===== src/rtl/fnvc_pkg.sv =====
package fnvc_pkg;

  // Frame layout.
  localparam int unsigned HEADER_BYTES  = 12;
  localparam int unsigned PACKET_BYTES  = 16;
  localparam int unsigned TRAILER_BYTES = 4;
  localparam int unsigned MIN_FRAME     = HEADER_BYTES + TRAILER_BYTES;

  // Width that holds the expected frame length for any 32-bit command count.
  localparam int unsigned NEED_W = 32 + $clog2(PACKET_BYTES + 1) + 1;

  // FNV-1a 32-bit constants.
  localparam logic [31:0] HASH_BASIS = 32'd2166136261;
  localparam logic [31:0] HASH_PRIME = 32'd16777619;

  localparam logic [31:0] WANT_VERSION = 32'd1;
  localparam logic [31:0] COUNT_MAX    = 32'hFFFF_FFFF;

  // Header magic "IICL", entry 0 is the first byte on the wire.
  localparam logic [3:0][7:0] MAGIC_BYTES = {8'h4C, 8'h43, 8'h49, 8'h49};

  typedef enum logic [2:0] {
    STATUS_OK       = 3'd0,
    STATUS_SHORT    = 3'd1,
    STATUS_CHECKSUM = 3'd2,
    STATUS_MAGIC    = 3'd3,
    STATUS_VERSION  = 3'd4,
    STATUS_LENGTH   = 3'd5
  } status_e;

  // One input word as held in the input register.
  typedef struct packed {
    logic [7:0] data;
    logic       last;
  } byte_word_t;

  // Verdict given on the last byte of a frame.
  typedef struct packed {
    status_e     status;
    logic [31:0] command_count;
  } verdict_t;

endpackage


===== src/rtl/fnvc_in_stage.sv =====
module fnvc_in_stage (
  input  logic                clk_i,
  input  logic                rst_ni,
  input  logic                in_valid_i,
  output logic                in_ready_o,
  input  fnvc_pkg::byte_word_t word_i,
  input  logic                out_free_i,
  output logic                fire_o,
  output fnvc_pkg::byte_word_t word_o
);
  import fnvc_pkg::*;

  logic       valid_q, valid_d;
  byte_word_t word_q;

  // A held word moves on when it gives no result or the result slot is free.
  assign fire_o     = valid_q && (!word_q.last || out_free_i);
  assign in_ready_o = !valid_q || fire_o;
  assign word_o     = word_q;

  always_comb begin
    valid_d = valid_q;
    if (in_ready_o) begin
      valid_d = in_valid_i;
    end
  end

  // Valid flag of the input register.
  always_ff @(posedge clk_i or negedge rst_ni) begin
    if (!rst_ni) begin
      valid_q <= 1'b0;
    end else begin
      valid_q <= valid_d;
    end
  end

  // Payload of the input register.
  always_ff @(posedge clk_i) begin
    if (in_ready_o && in_valid_i) begin
      word_q <= word_i;
    end
  end

endmodule


===== src/rtl/fnvc_frame.sv =====
module fnvc_frame (
  input  logic                 clk_i,
  input  logic                 rst_ni,
  input  logic                 fire_i,
  input  fnvc_pkg::byte_word_t word_i,
  output fnvc_pkg::verdict_t   verdict_o
);
  import fnvc_pkg::*;

  logic [31:0]      cnt_q, cnt_d;
  logic [31:0]      hash_q, hash_d, hash_mix, hash_mul;
  logic [3:0][7:0]  win_q, win_d;
  logic             magic_q, magic_d;
  logic [31:0]      version_q, version_d;
  logic [31:0]      hcount_q, hcount_d;
  logic [NEED_W-1:0] need;
  logic [NEED_W-1:0] payload;

  // Saturating byte count.
  assign cnt_d = (cnt_q == COUNT_MAX) ? cnt_q : cnt_q + 32'd1;

  // The hash takes in the byte that leaves the trailer window.
  assign hash_mix = hash_q ^ {24'b0, win_q[0]};
  assign hash_mul = hash_mix * HASH_PRIME;
  assign hash_d   = (cnt_q >= 32'(TRAILER_BYTES)) ? hash_mul : hash_q;

  // Window entry 0 is the oldest byte, so the window reads as the trailer.
  assign win_d = {word_i.data, win_q[3], win_q[2], win_q[1]};

  // Header parse: magic, then little-endian version and command count.
  always_comb begin
    magic_d   = magic_q;
    version_d = version_q;
    hcount_d  = hcount_q;
    if (cnt_q < 32'd4) begin
      if (word_i.data != MAGIC_BYTES[cnt_q[1:0]]) begin
        magic_d = 1'b0;
      end
    end else if (cnt_q < 32'd8) begin
      version_d = version_q | ({24'b0, word_i.data} << {cnt_q[1:0], 3'b000});
    end else if (cnt_q < 32'(HEADER_BYTES)) begin
      hcount_d = hcount_q | ({24'b0, word_i.data} << {cnt_q[1:0], 3'b000});
    end
  end

  // Expected and actual frame length without the trailer.
  assign need    = NEED_W'(HEADER_BYTES) + NEED_W'(hcount_d) * NEED_W'(PACKET_BYTES);
  assign payload = NEED_W'(cnt_d - 32'(TRAILER_BYTES));

  // Verdict, checks in priority order.
  always_comb begin
    verdict_o.command_count = 32'd0;
    if (cnt_d < 32'(MIN_FRAME)) begin
      verdict_o.status = STATUS_SHORT;
    end else if (hash_d != win_d) begin
      verdict_o.status = STATUS_CHECKSUM;
    end else if (!magic_d) begin
      verdict_o.status = STATUS_MAGIC;
    end else if (version_d != WANT_VERSION) begin
      verdict_o.status = STATUS_VERSION;
    end else if ((cnt_d == COUNT_MAX) || (payload != need)) begin
      verdict_o.status = STATUS_LENGTH;
    end else begin
      verdict_o.status        = STATUS_OK;
      verdict_o.command_count = hcount_d;
    end
  end

  // Frame state; a last byte returns it to the start of a new frame.
  always_ff @(posedge clk_i or negedge rst_ni) begin
    if (!rst_ni) begin
      cnt_q     <= 32'd0;
      hash_q    <= HASH_BASIS;
      win_q     <= '0;
      magic_q   <= 1'b1;
      version_q <= 32'd0;
      hcount_q  <= 32'd0;
    end else if (fire_i) begin
      if (word_i.last) begin
        cnt_q     <= 32'd0;
        hash_q    <= HASH_BASIS;
        win_q     <= '0;
        magic_q   <= 1'b1;
        version_q <= 32'd0;
        hcount_q  <= 32'd0;
      end else begin
        cnt_q     <= cnt_d;
        hash_q    <= hash_d;
        win_q     <= win_d;
        magic_q   <= magic_d;
        version_q <= version_d;
        hcount_q  <= hcount_d;
      end
    end
  end

endmodule


===== src/rtl/framed_log_checker_fnv1a.sv =====
// A byte marked last is held in the input register; its verdict then loads into the result register.
// Throughput: one byte per cycle; a verdict held by the output side stalls nothing until
// the next last byte, which waits in the input register and holds back the bytes behind it.
// The path per byte is one 32-bit constant multiply of the hash and the checks.
// Reset (rst_ni low, asynchronous) empties both registers and starts a new frame.
module framed_log_checker_fnv1a (
  input  logic        clk_i,
  input  logic        rst_ni,
  input  logic        in_valid_i,
  output logic        in_ready_o,
  input  logic [7:0]  data_byte_i,
  input  logic        last_byte_i,
  output logic        out_valid_o,
  input  logic        out_ready_i,
  output logic [2:0]  status_o,
  output logic [31:0] command_count_o
);
  import fnvc_pkg::*;

  byte_word_t in_word, held_word;
  verdict_t   verdict, verdict_q;
  logic       fire, out_free;
  logic       out_valid_q, out_valid_d;

  assign in_word.data = data_byte_i;
  assign in_word.last = last_byte_i;

  assign out_free = !out_valid_q || out_ready_i;

  fnvc_in_stage u_in_stage (
    .clk_i      (clk_i),
    .rst_ni     (rst_ni),
    .in_valid_i (in_valid_i),
    .in_ready_o (in_ready_o),
    .word_i     (in_word),
    .out_free_i (out_free),
    .fire_o     (fire),
    .word_o     (held_word)
  );

  fnvc_frame u_frame (
    .clk_i     (clk_i),
    .rst_ni    (rst_ni),
    .fire_i    (fire),
    .word_i    (held_word),
    .verdict_o (verdict)
  );

  // Result register control.
  always_comb begin
    out_valid_d = out_valid_q;
    if (out_free) begin
      out_valid_d = fire && held_word.last;
    end
  end

  always_ff @(posedge clk_i or negedge rst_ni) begin
    if (!rst_ni) begin
      out_valid_q <= 1'b0;
    end else begin
      out_valid_q <= out_valid_d;
    end
  end

  // Result payload loads with each verdict.
  always_ff @(posedge clk_i) begin
    if (fire && held_word.last) begin
      verdict_q <= verdict;
    end
  end

  assign out_valid_o     = out_valid_q;
  assign status_o        = verdict_q.status;
  assign command_count_o = verdict_q.command_count;

endmodule


===== config.mk =====
export PLATFORM = sky130hd
export DESIGN_NAME = framed_log_checker_fnv1a
export DESIGN_NICKNAME = d
export VERILOG_FILES = /design/src/rtl/fnvc_pkg.sv /design/src/rtl/fnvc_in_stage.sv /design/src/rtl/fnvc_frame.sv /design/src/rtl/framed_log_checker_fnv1a.sv
export SDC_FILE = /design/constraint.sdc
export NUM_CORES = 1
export LEC_CHECK = 0
export ABC_AREA = 1
export BUFFER_PORTS_ARGS = -buffer_cell sky130_fd_sc_hd__clkbuf_2
export CAP_MARGIN = 20
export CORE_ASPECT_RATIO = 1.4
export CORE_MARGIN = 5
export CORE_UTILIZATION = 47
export CTS_BUF_LIST = sky130_fd_sc_hd__clkbuf_4
export CTS_CLUSTER_SIZE = 16
export DETAILED_ROUTE_END_ITERATION = 6
export GPL_ROUTABILITY_DRIVEN = 1
export PLACE_DENSITY_LB_ADDON = 0.2
export SYNTH_ARGS = -nofsm -noshare
export SYNTH_HDL_FRONTEND = slang
export SYNTH_SLANG_ARGS = --single-unit

===== constraint.sdc =====
create_clock -name clk_i -period 7.1 [get_ports clk_i]
set_clock_uncertainty 0.15 [all_clocks]
set_input_delay 0.355 -clock clk_i [delete_from_list [all_inputs] [get_ports clk_i]]
set_output_delay 0.355 -clock clk_i [all_outputs]
set_load 0.01 [all_outputs]

======== Yosys cells after proc, flatten, opt, wreduce, memory -nomap -nowiden ========
Index checks and enable logic that the tools add are counted.
W data, S select, Z words.
storage, ports and cells
  register bits ........................... 207
  output and inout bits ................... 37
  bits of input ports ..................... 13
  memories ................................ 0
  bits in latches ......................... 0
  memory bits (writable) .................. 0
  bits in read-only memories .............. 0
  logic and storage cells ................. 70
cells by class
  eq/ne operators ......................... 6
  divide/modulo/power cells ............... 0
  bitwise operators ....................... 4
  multiply operators ...................... 1
  reduce and logical (&&, ||, !) cells .... 12
  mux-type cells .......................... 21
  shift operators ......................... 1
  add/subtract/negate cells ............... 3
  $lt $le $gt $ge ......................... 6
operators by type and width
  operator                  number
  $mux W32                  12
  $eq A32 B32 Y1 const B    2
  $lt A32 B4 Y1 const B     2
  $or A32 B32 Y32           2
  $ne A38 B38 Y1            1
  $add A4 B36 Y37 const A   1
  $sub A32 B3 Y33 const B   1
  $add A32 B1 Y32 const B   1
  $ge A32 B3 Y1 const B     1
  $lt A32 B3 Y1 const B     1
  $lt A32 B5 Y1 const B     1
  $mul A32 B25 Y32 const B  1
  $ne A32 B1 Y1 const B     1
  $ne A32 B32 Y1            1
  $shl A8 B5 Y32            1
  $xor A32 B8 Y32           1
  $bmux W8 S2               1
  $mux W8                   1
  $ne A8 B8 Y1              1
  $mux W3                   2
  $reduce_or A5 Y1          1
  $logic_or A1 B1 Y1        4
  $mux W2                   2
  $logic_and A1 B1 Y1       3
  5 further kinds           9

======== Logic depth before layout (Yosys ltp) ========
Gate-level depths: netlist of the first run.
  depth after elaboration ................. 12
  gate-level depth with buffers ........... 34
  depth with buffers taken out ............ 33

======== Hierarchy ========
A second synthesis of the first run with hierarchy kept.
unflattened totals
  cells, all modules ...................... 2537
  area total of the unflattened synthesis .. 18825.6 sq um
by module, submodules not included
  module                    sequential area each (sq um)  cells each  area each (sq um)  times used
  fnvc_frame                4047.6                        2479        17394.2            1
  framed_log_checker_fnv1a  1076.0                        41          1099.8             1
  fnvc_in_stage             295.3                         17          331.6              1

======== Least setup slack after synthesis of the first run ========
OpenSTA, ideal clock, no wires.
  kind .................................... reg2reg
  start point ............................. reg u_frame.hash_q[6]
  end point ............................... reg verdict_q (netlist bit command_count_o[25]) (data pin)
  required time ........................... 6812 ps
  cell stages (with the launch flop) ...... 33
  setup time .............................. 138 ps
  clock period less this slack ............ 6136 ps
  data arrival time ....................... 5848 ps
  buffers on the path ..................... 1
  setup slack ............................. 964 ps
  cells stage by stage .................... dfstp_2 -> xor2_1 -> ha_1 -> ha_1 -> fa_1 -> ha_1 -> fa_1 -> ha_1 -> inv_1 -> fa_1 -> inv_1 -> ha_1 -> nand2_1 -> nor2_1 -> inv_1 -> o21ai_0 -> a21oi_1 -> o21ai_0 -> inv_1 -> nand2_1 -> nand2_1 -> nand2_1 -> nand2_1 -> nand2_1 -> nand2_1 -> nor2_1 -> nand2_1 -> nor2_1 -> nand4_1 -> nor2_1 -> nand3_4 -> buf_6 -> nor2_4
between the ends
  cells in the longest elaborated chain, start to end .. 5
RTL lines
  what                            RTL line                        source
  start: declaration              fnvc_frame.sv:11                logic [31:0] hash_q, hash_d, hash_mix, hash_mul;
  start signal: assignment        fnvc_frame.sv:88                hash_q <= hash_d;
  $xor A32 B8 Y32                 fnvc_frame.sv:23                assign hash_mix = hash_q ^ {24'b0, win_q[0]};
  $mul A32 B25 Y32                fnvc_frame.sv:24                assign hash_mul = hash_mix * HASH_PRIME;
  $mux W32 (*)                    fnvc_frame.sv:25                assign hash_d = (cnt_q >= 32'(TRAILER_BYTES)) ? hash_mul : hash_q;
  $ne A32 B32 Y1 (*)              fnvc_frame.sv:55                end else if (hash_d != win_d) begin
  $reduce_or A5 Y1 (no line) (*)  n/a
  end signal: assignment          framed_log_checker_fnv1a.sv:68  verdict_q <= verdict;
  end: declaration                framed_log_checker_fnv1a.sv:21  verdict_t verdict, verdict_q;
Every way passes the cells marked *; elsewhere a longest branch is shown, timed or not.
A chain may end at the register's enable or synchronous reset.

======== Worst setup path after layout of the first run ========
  start point ............................. reg u_frame.win_q[7] in the netlist's numbering
  end point ............................... reg verdict_q (netlist bit command_count_o[9]) (data pin)
between the ends
  cells in the longest elaborated chain, start to end .. 5
RTL lines
  what                        RTL line          source
  start: declaration          fnvc_frame.sv:12  logic [3:0][7:0] win_q, win_d;
  start signal: assignment    fnvc_frame.sv:89  win_q <= win_d;
  $xor A32 B8 Y32             fnvc_frame.sv:23
  $mul A32 B25 Y32            fnvc_frame.sv:24
  $mux W32                    fnvc_frame.sv:25
  $ne A32 B32 Y1              fnvc_frame.sv:55
  $reduce_or A5 Y1 (no line)  n/a
No other way between the ends.

==> flow_summary.toml, run 1 <==
[cts]
clock-root-buffer = "clkbuf_4"
cts_sinks = 207
clkLatencyLatePin_ps = 750
cts_tree = "built"
htreeDepth = 2
path_clk_slew_ps = 60
numCtsBuffers = 51
clock_path_buffers = 3

[outcome]
status = "complete, no violations"

[critical_path]
crit_path_top_delay_cell = "fa_1"
r2r-end = "command_count_o[9]"
worstSetupPathType = "flop to flop"
critPathCaptureType = "flop"
cpMostUsedCell = "ha_1"
crit_required_ps = 7520
path_max_fanout = 7
start_kind = "flop"
rr_worst_depth = 27
crit_buf_inv = 4
max_stage_delay_ps = 530
path_delay_family = "adder cells"
regToRegSetupSlack_ps = 300
setup.worst_path.start = "u_frame.win_q[7]"
r2r-start = "u_frame.win_q[7]"
crit_path_end = "command_count_o[9]"
path_depth = 27
arrival_ps = 7220

[sta]
holdWs_ps = 159
max-slew-margin-rel_pct = 35.8
finalCriticalPeriod_ps = 6800
setup-violations-final = 0
hold_viol_final = 0
finalMaxSlewViolations = 0
fmax_mhz = 147
fin_crit_sh_pct = 95.8
worst_pin_slew_ps = 963

[cells_and_area]
area_growth_pct = 11.6
stdcell_count = 2925
mostFrequentLayoutCell = "nand2_1"
num-nets-final = 2678
drive_gt1_share_pct = 13.2
mostFrequentLayoutCells = "nand2_1, inv_1, nor2_1"

[synthesis]
synth_edf_count = 44
syn_inst = 2298
synth-compound-area-share_pct = 10.3
yosys-mux-area-fraction_pct = 0
synth-simple-area-share_pct = 23.3
synth-xor-area-share_pct = 5.22
synth_adder_area_share_pct = 21.2
synth_top_family_by_area = "simple AND/OR/NAND/NOR gates"
ys.flop_type = "dfrtp_1"
syn_area_per_cell_sq_um = 7.87
ys_seq_elements = 207
yosysSeqAreaShare_pct = 30.0
synthArstFlopShare_pct = 78.7
yosysUniqueCellTypes = 55
yosysWarnings = 0
syn_area_sq_um = 18100

[placement]
place_hpwl_mm = 44.7
port-buffer-count = 49
dp_cells = 2809
place.gp.congestion = 0.989

[global_route]
antenna_found_initial = 1
grt_remaining_overflow = 0
first_global_vias = 16600
grt_pass1_wl_mm = 89.7
groute.usage.overall_pct = 26.7
grt_max_degree = 89

[die]
core-area_sq_um = 38300
dieArea_sq_um = 42600
die_w_um = 176
io_pins = 50
dieHeight_um = 242
num_rows = 85
initial_core_util_pct = 47.2

[min_path]
hold_class = "primary input to asynchronous set/reset pin"

[route]
dr.first_iter.drc_count = 1065
wl_mm = 57.6
drtPass1Iterations = 5
vias = 16100
drc = 0
viasPerCell = 5.50
wl_per_cell_um = 19.7
ant_nets = 0

[run]
drv_cap = 0
-- sequential cells by signal, summed over array words and instances (netlist names) --
name                flops
u_frame.win_d          24
out_valid_o             1
u_frame.hcount_q       32
u_frame.version_q      32
status_o                3
u_in_stage.valid_q      1
u_in_stage.word_o       9
u_frame.win_q           8
command_count_o        32
u_frame.cnt_q          32
u_frame.hash_q         32
u_frame.magic_q         1
-- Yosys cell counts, drive strengths merged, types with 2 or more instances --
cell type | instances | area share (%)
a31oi | 33 | 1.1
nor4 | 5 | 0.17
xor2 | 78 | 3.9
o22ai | 61 | 2.1
dfrtp | 148 | 20
o211ai | 3 | 0.12
a21o | 5 | 0.21
dfstp | 15 | 2.2
ha | 188 | 13
nor3 | 54 | 1.6
nand3 | 88 | 2.6
clkinv | 4 | 0.083
clkbuf | 44 | 0.91
and2 | 4 | 0.14
o21bai | 3 | 0.12
a41oi | 2 | 0.097
a21boi | 2 | 0.083
inv | 406 | 8.4
nor2 | 248 | 6.5
nand3b | 13 | 0.54
nand2 | 451 | 9.7
a22o | 2 | 0.097
xnor2 | 28 | 1.4
a211oi | 14 | 0.58
buf | 17 | 0.60
and3 | 2 | 0.069
nand4 | 44 | 1.5
a21oi | 56 | 1.5
o21ai | 145 | 4.0
or2 | 11 | 0.38
fa | 74 | 8.2
edfxtp | 44 | 7.3
-- metal layers --
layer / wire, um / vias to the layer above / GRT usage, % / part of all wire (%)
met5: 0 / - / 0 / 0
met4: 3900 / 0 / 15.0 / 6.8
met3: 2110 / 180 / 2.67 / 3.7
met2: 30600 / 493 / 50.1 / 53
met1: 21000 / 7736 / 29.1 / 36
li1: - / 7680 / - / -
-- worst min-delay path by stage --
stage                      endpoint  slack (ps)  cells after the start
2_1_floorplan           out_valid_o         -90                      0
3_3_place_gp   u_frame.version_q[0]         340                      2
3_5_place_dp   u_frame.version_q[0]         340                      2
4_1_cts        u_in_stage.word_o[0]         140                      2
5_1_grt        u_in_stage.word_o[1]         180                      2
6_report           u_frame.win_d[0]         160                      2
-- cell families after synthesis --
logic type,Yosys count
simple gates,922
buf+inv,471
compound gates,329
fa+ha+maj,262
flops,207
xor+xnor,106
other cells,1
-- cell type report --
class                           count  area, sq um
Fill cell                        3783        18100
Timing Repair Buffer              110          818
Clock inverter                     26          170
Inverter                          410         1540
Antenna cell                        1         2.50
Tap cell                          478          598
Sequential cell                   207         5420
Clock buffer                       70          526
Multi-Input combinational cell   1623        11100
-- stage by stage --
step | util [%] | setup WS (ps) | setup TNS, ps | area (sq um)
6_report | 52.7 | 298 | 0 | 20200
5_1_grt | 52.7 | -28.3 | -163 | 20200
4_1_cts | 51.9 | 46.7 | 0 | 19900
3_5_place_dp | 49.6 | -609 | -16600 | 19000
3_3_place_gp | 49.6 | -601 | -17260 | 19000
2_1_floorplan | - | 964 | 0 | 18100
-- repair_timing --
action	CTS	global route
hold buffers	12	0
gates cloned	0	3
resized for setup	7	47
setup buffers	1	2
setup endpoints to repair	31	31
pin swaps	1	7
endpoints found under the hold margin	97	0
Power of run 1 is not shown: default switching activity piles up to over one toggle a cycle in this logic, so the estimate is an artifact.
==> run 2, diff against run 1 <==
--- a/config.mk
+++ b/config.mk
@@ -16,6 +16,7 @@
 export DETAILED_ROUTE_END_ITERATION = 6
 export GPL_ROUTABILITY_DRIVEN = 1
 export PLACE_DENSITY_LB_ADDON = 0.2
+export SLEW_MARGIN = 15
 export SYNTH_ARGS = -nofsm -noshare
 export SYNTH_HDL_FRONTEND = slang
 export SYNTH_SLANG_ARGS = --single-unit
==> constraint.sdc (replaced) <==
create_clock -name clk_i -period 8.4 [get_ports clk_i]
set_clock_uncertainty 0.15 [all_clocks]
set_input_delay 0.42 -clock clk_i [delete_from_list [all_inputs] [get_ports clk_i]]
set_output_delay 0.42 -clock clk_i [all_outputs]
set_load 0.01 [all_outputs]
==> run 2 against run 1 <==
- register-to-register slack improved by 120 ps
- via count fell by 1.5%
- worst hold slack improved by 120 ps
- die area did not move
- non-clock buffer count fell by 17
- cell area fell by 2.2%
- first-iteration DRC count fell by 2.0%
- critical path depth fell by 1
- flip-flop and latch count did not move
- cell count fell by 0.65%
- critical path type unchanged
- critical endpoint is now command_count_o[2]
- largest cell class unchanged
==> flow_summary.toml, run 2 (same netlist as run 1, synthesis figures left out) <==
[cells_and_area]
stdcell_count = 2906
drive_gt1_share_pct = 10.9
num-nets-final = 2660
mostFrequentLayoutCell = "nand2_1"
area_growth_pct = 9.09
mostFrequentLayoutCells = "nand2_1, inv_1, nor2_1"

[min_path]
hold_class = "primary input to asynchronous set/reset pin"

[placement]
port-buffer-count = 49
place.gp.congestion = 0.959
place_hpwl_mm = 44.0
dp_cells = 2798

[sta]
hold_viol_final = 0
setup_tns_ps = 0
setup-violations-final = 0
fin_crit_sh_pct = 95.1
finalMaxSlewViolations = 0
finalCriticalPeriod_ps = 7990
rsz0062_at_grt = "false"
worst_pin_slew_ps = 997
fmax_mhz = 125
max-slew-margin-rel_pct = 33.5

[die]
die_w_um = 176
initial_core_util_pct = 47.2
io_pins = 50
dieHeight_um = 242
dieArea_sq_um = 42600
core-area_sq_um = 38300
num_rows = 85

[route]
drc = 0
dr.first_iter.drc_count = 1044
drtPass1Iterations = 7
vias = 15800
wl_mm = 56.6
viasPerCell = 5.45
wl_per_cell_um = 19.5
ant_nets = 0

[cts]
cts_sinks = 207
clkLatencyLatePin_ps = 700
hold_buffers = 12
cts_resized = 0
path_clk_slew_ps = 70
htreeDepth = 2
clock_path_buffers = 3
clock-root-buffer = "clkbuf_4"
cts_tree = "built"
post_cts_buffers = 0
numCtsBuffers = 50

[run]
drv_cap = 0

[critical_path]
path_max_fanout = 28
crit_required_ps = 8770
critPathCaptureType = "flop"
regToRegSetupSlack_ps = 410
worstSetupPathType = "flop to flop"
arrival_ps = 8360
start_kind = "flop"

[outcome]
status = "complete, no violations"

[global_route]
groute.usage.overall_pct = 26.6
grt_max_degree = 97
first_global_vias = 16400
grt_pass1_wl_mm = 89.3
grt_remaining_overflow = 0
antenna_found_initial = 1
## run 2: final timing paths
check / from / endpoint / cells after the start
worst max-delay path: u_frame.hash_q[2] / command_count_o[2] / 26
worst min-delay path: rst_ni / u_frame.win_q[2] / 2
worst max register to register: u_frame.hash_q[2] / command_count_o[2] / 26
worst min register to register: u_frame.win_q[6] / u_frame.win_q[6] / 2
max in group asynchronous: rst_ni / u_frame.win_d[15] / 3
min in group clk_i: data_byte_i[6] / u_in_stage.word_o[7] / 2
## run 2: layer usage
metal,vias up,share of wire [%],global-route usage (%)
met5,-,0,0
met4,0,6.3,14.5
met3,141,3.7,2.78
met2,456,53,49.7
met1,7584,37,29.0
li1,7664,-,-
## run 2: cell type report
cell class | instances | area [sq um]
Inverter | 410 | 1540
Sequential cell | 207 | 5420
Tap cell | 478 | 598
Multi-Input combinational cell | 1623 | 10900
Fill cell | 3772 | 18600
Antenna cell | 1 | 2.50
Timing Repair Buffer | 93 | 632
Clock buffer | 76 | 571
Clock inverter | 18 | 103
## run 2: metrics by stage
stage,util (%),setup WS (ps),hold WS [ps],instance area [sq um]
floorplan,-,2260,-25.6,18100
CTS,51.5,355,242,19700
detailed placement,49.4,394,353,18900
finish,51.5,414,279,19700
global route,51.5,35.1,266,19700
global placement,49.4,466,336,18900
## run 2: critical path: stages (launching register included)
cell and delay, ps:
dfstp_2 570, xor2_1 670, ha_1 360, ha_1 340, fa_1 450, ha_1 240, fa_1 490, ha_1 290
inv_1 50, fa_1 530, inv_1 40, ha_1 380, a21oi_1 270, inv_1 60, nor2_1 250, o21ai_0 320
xnor2_1 210, nand2_1 70, o21ai_0 150, xor2_1 190, a21oi_1 150, nand3_1 100, nor2_1 150, nand4_1 220
nor2_1 270, nand3_4 550, nor2_1 300
Power of run 2 is left out for the same reason.
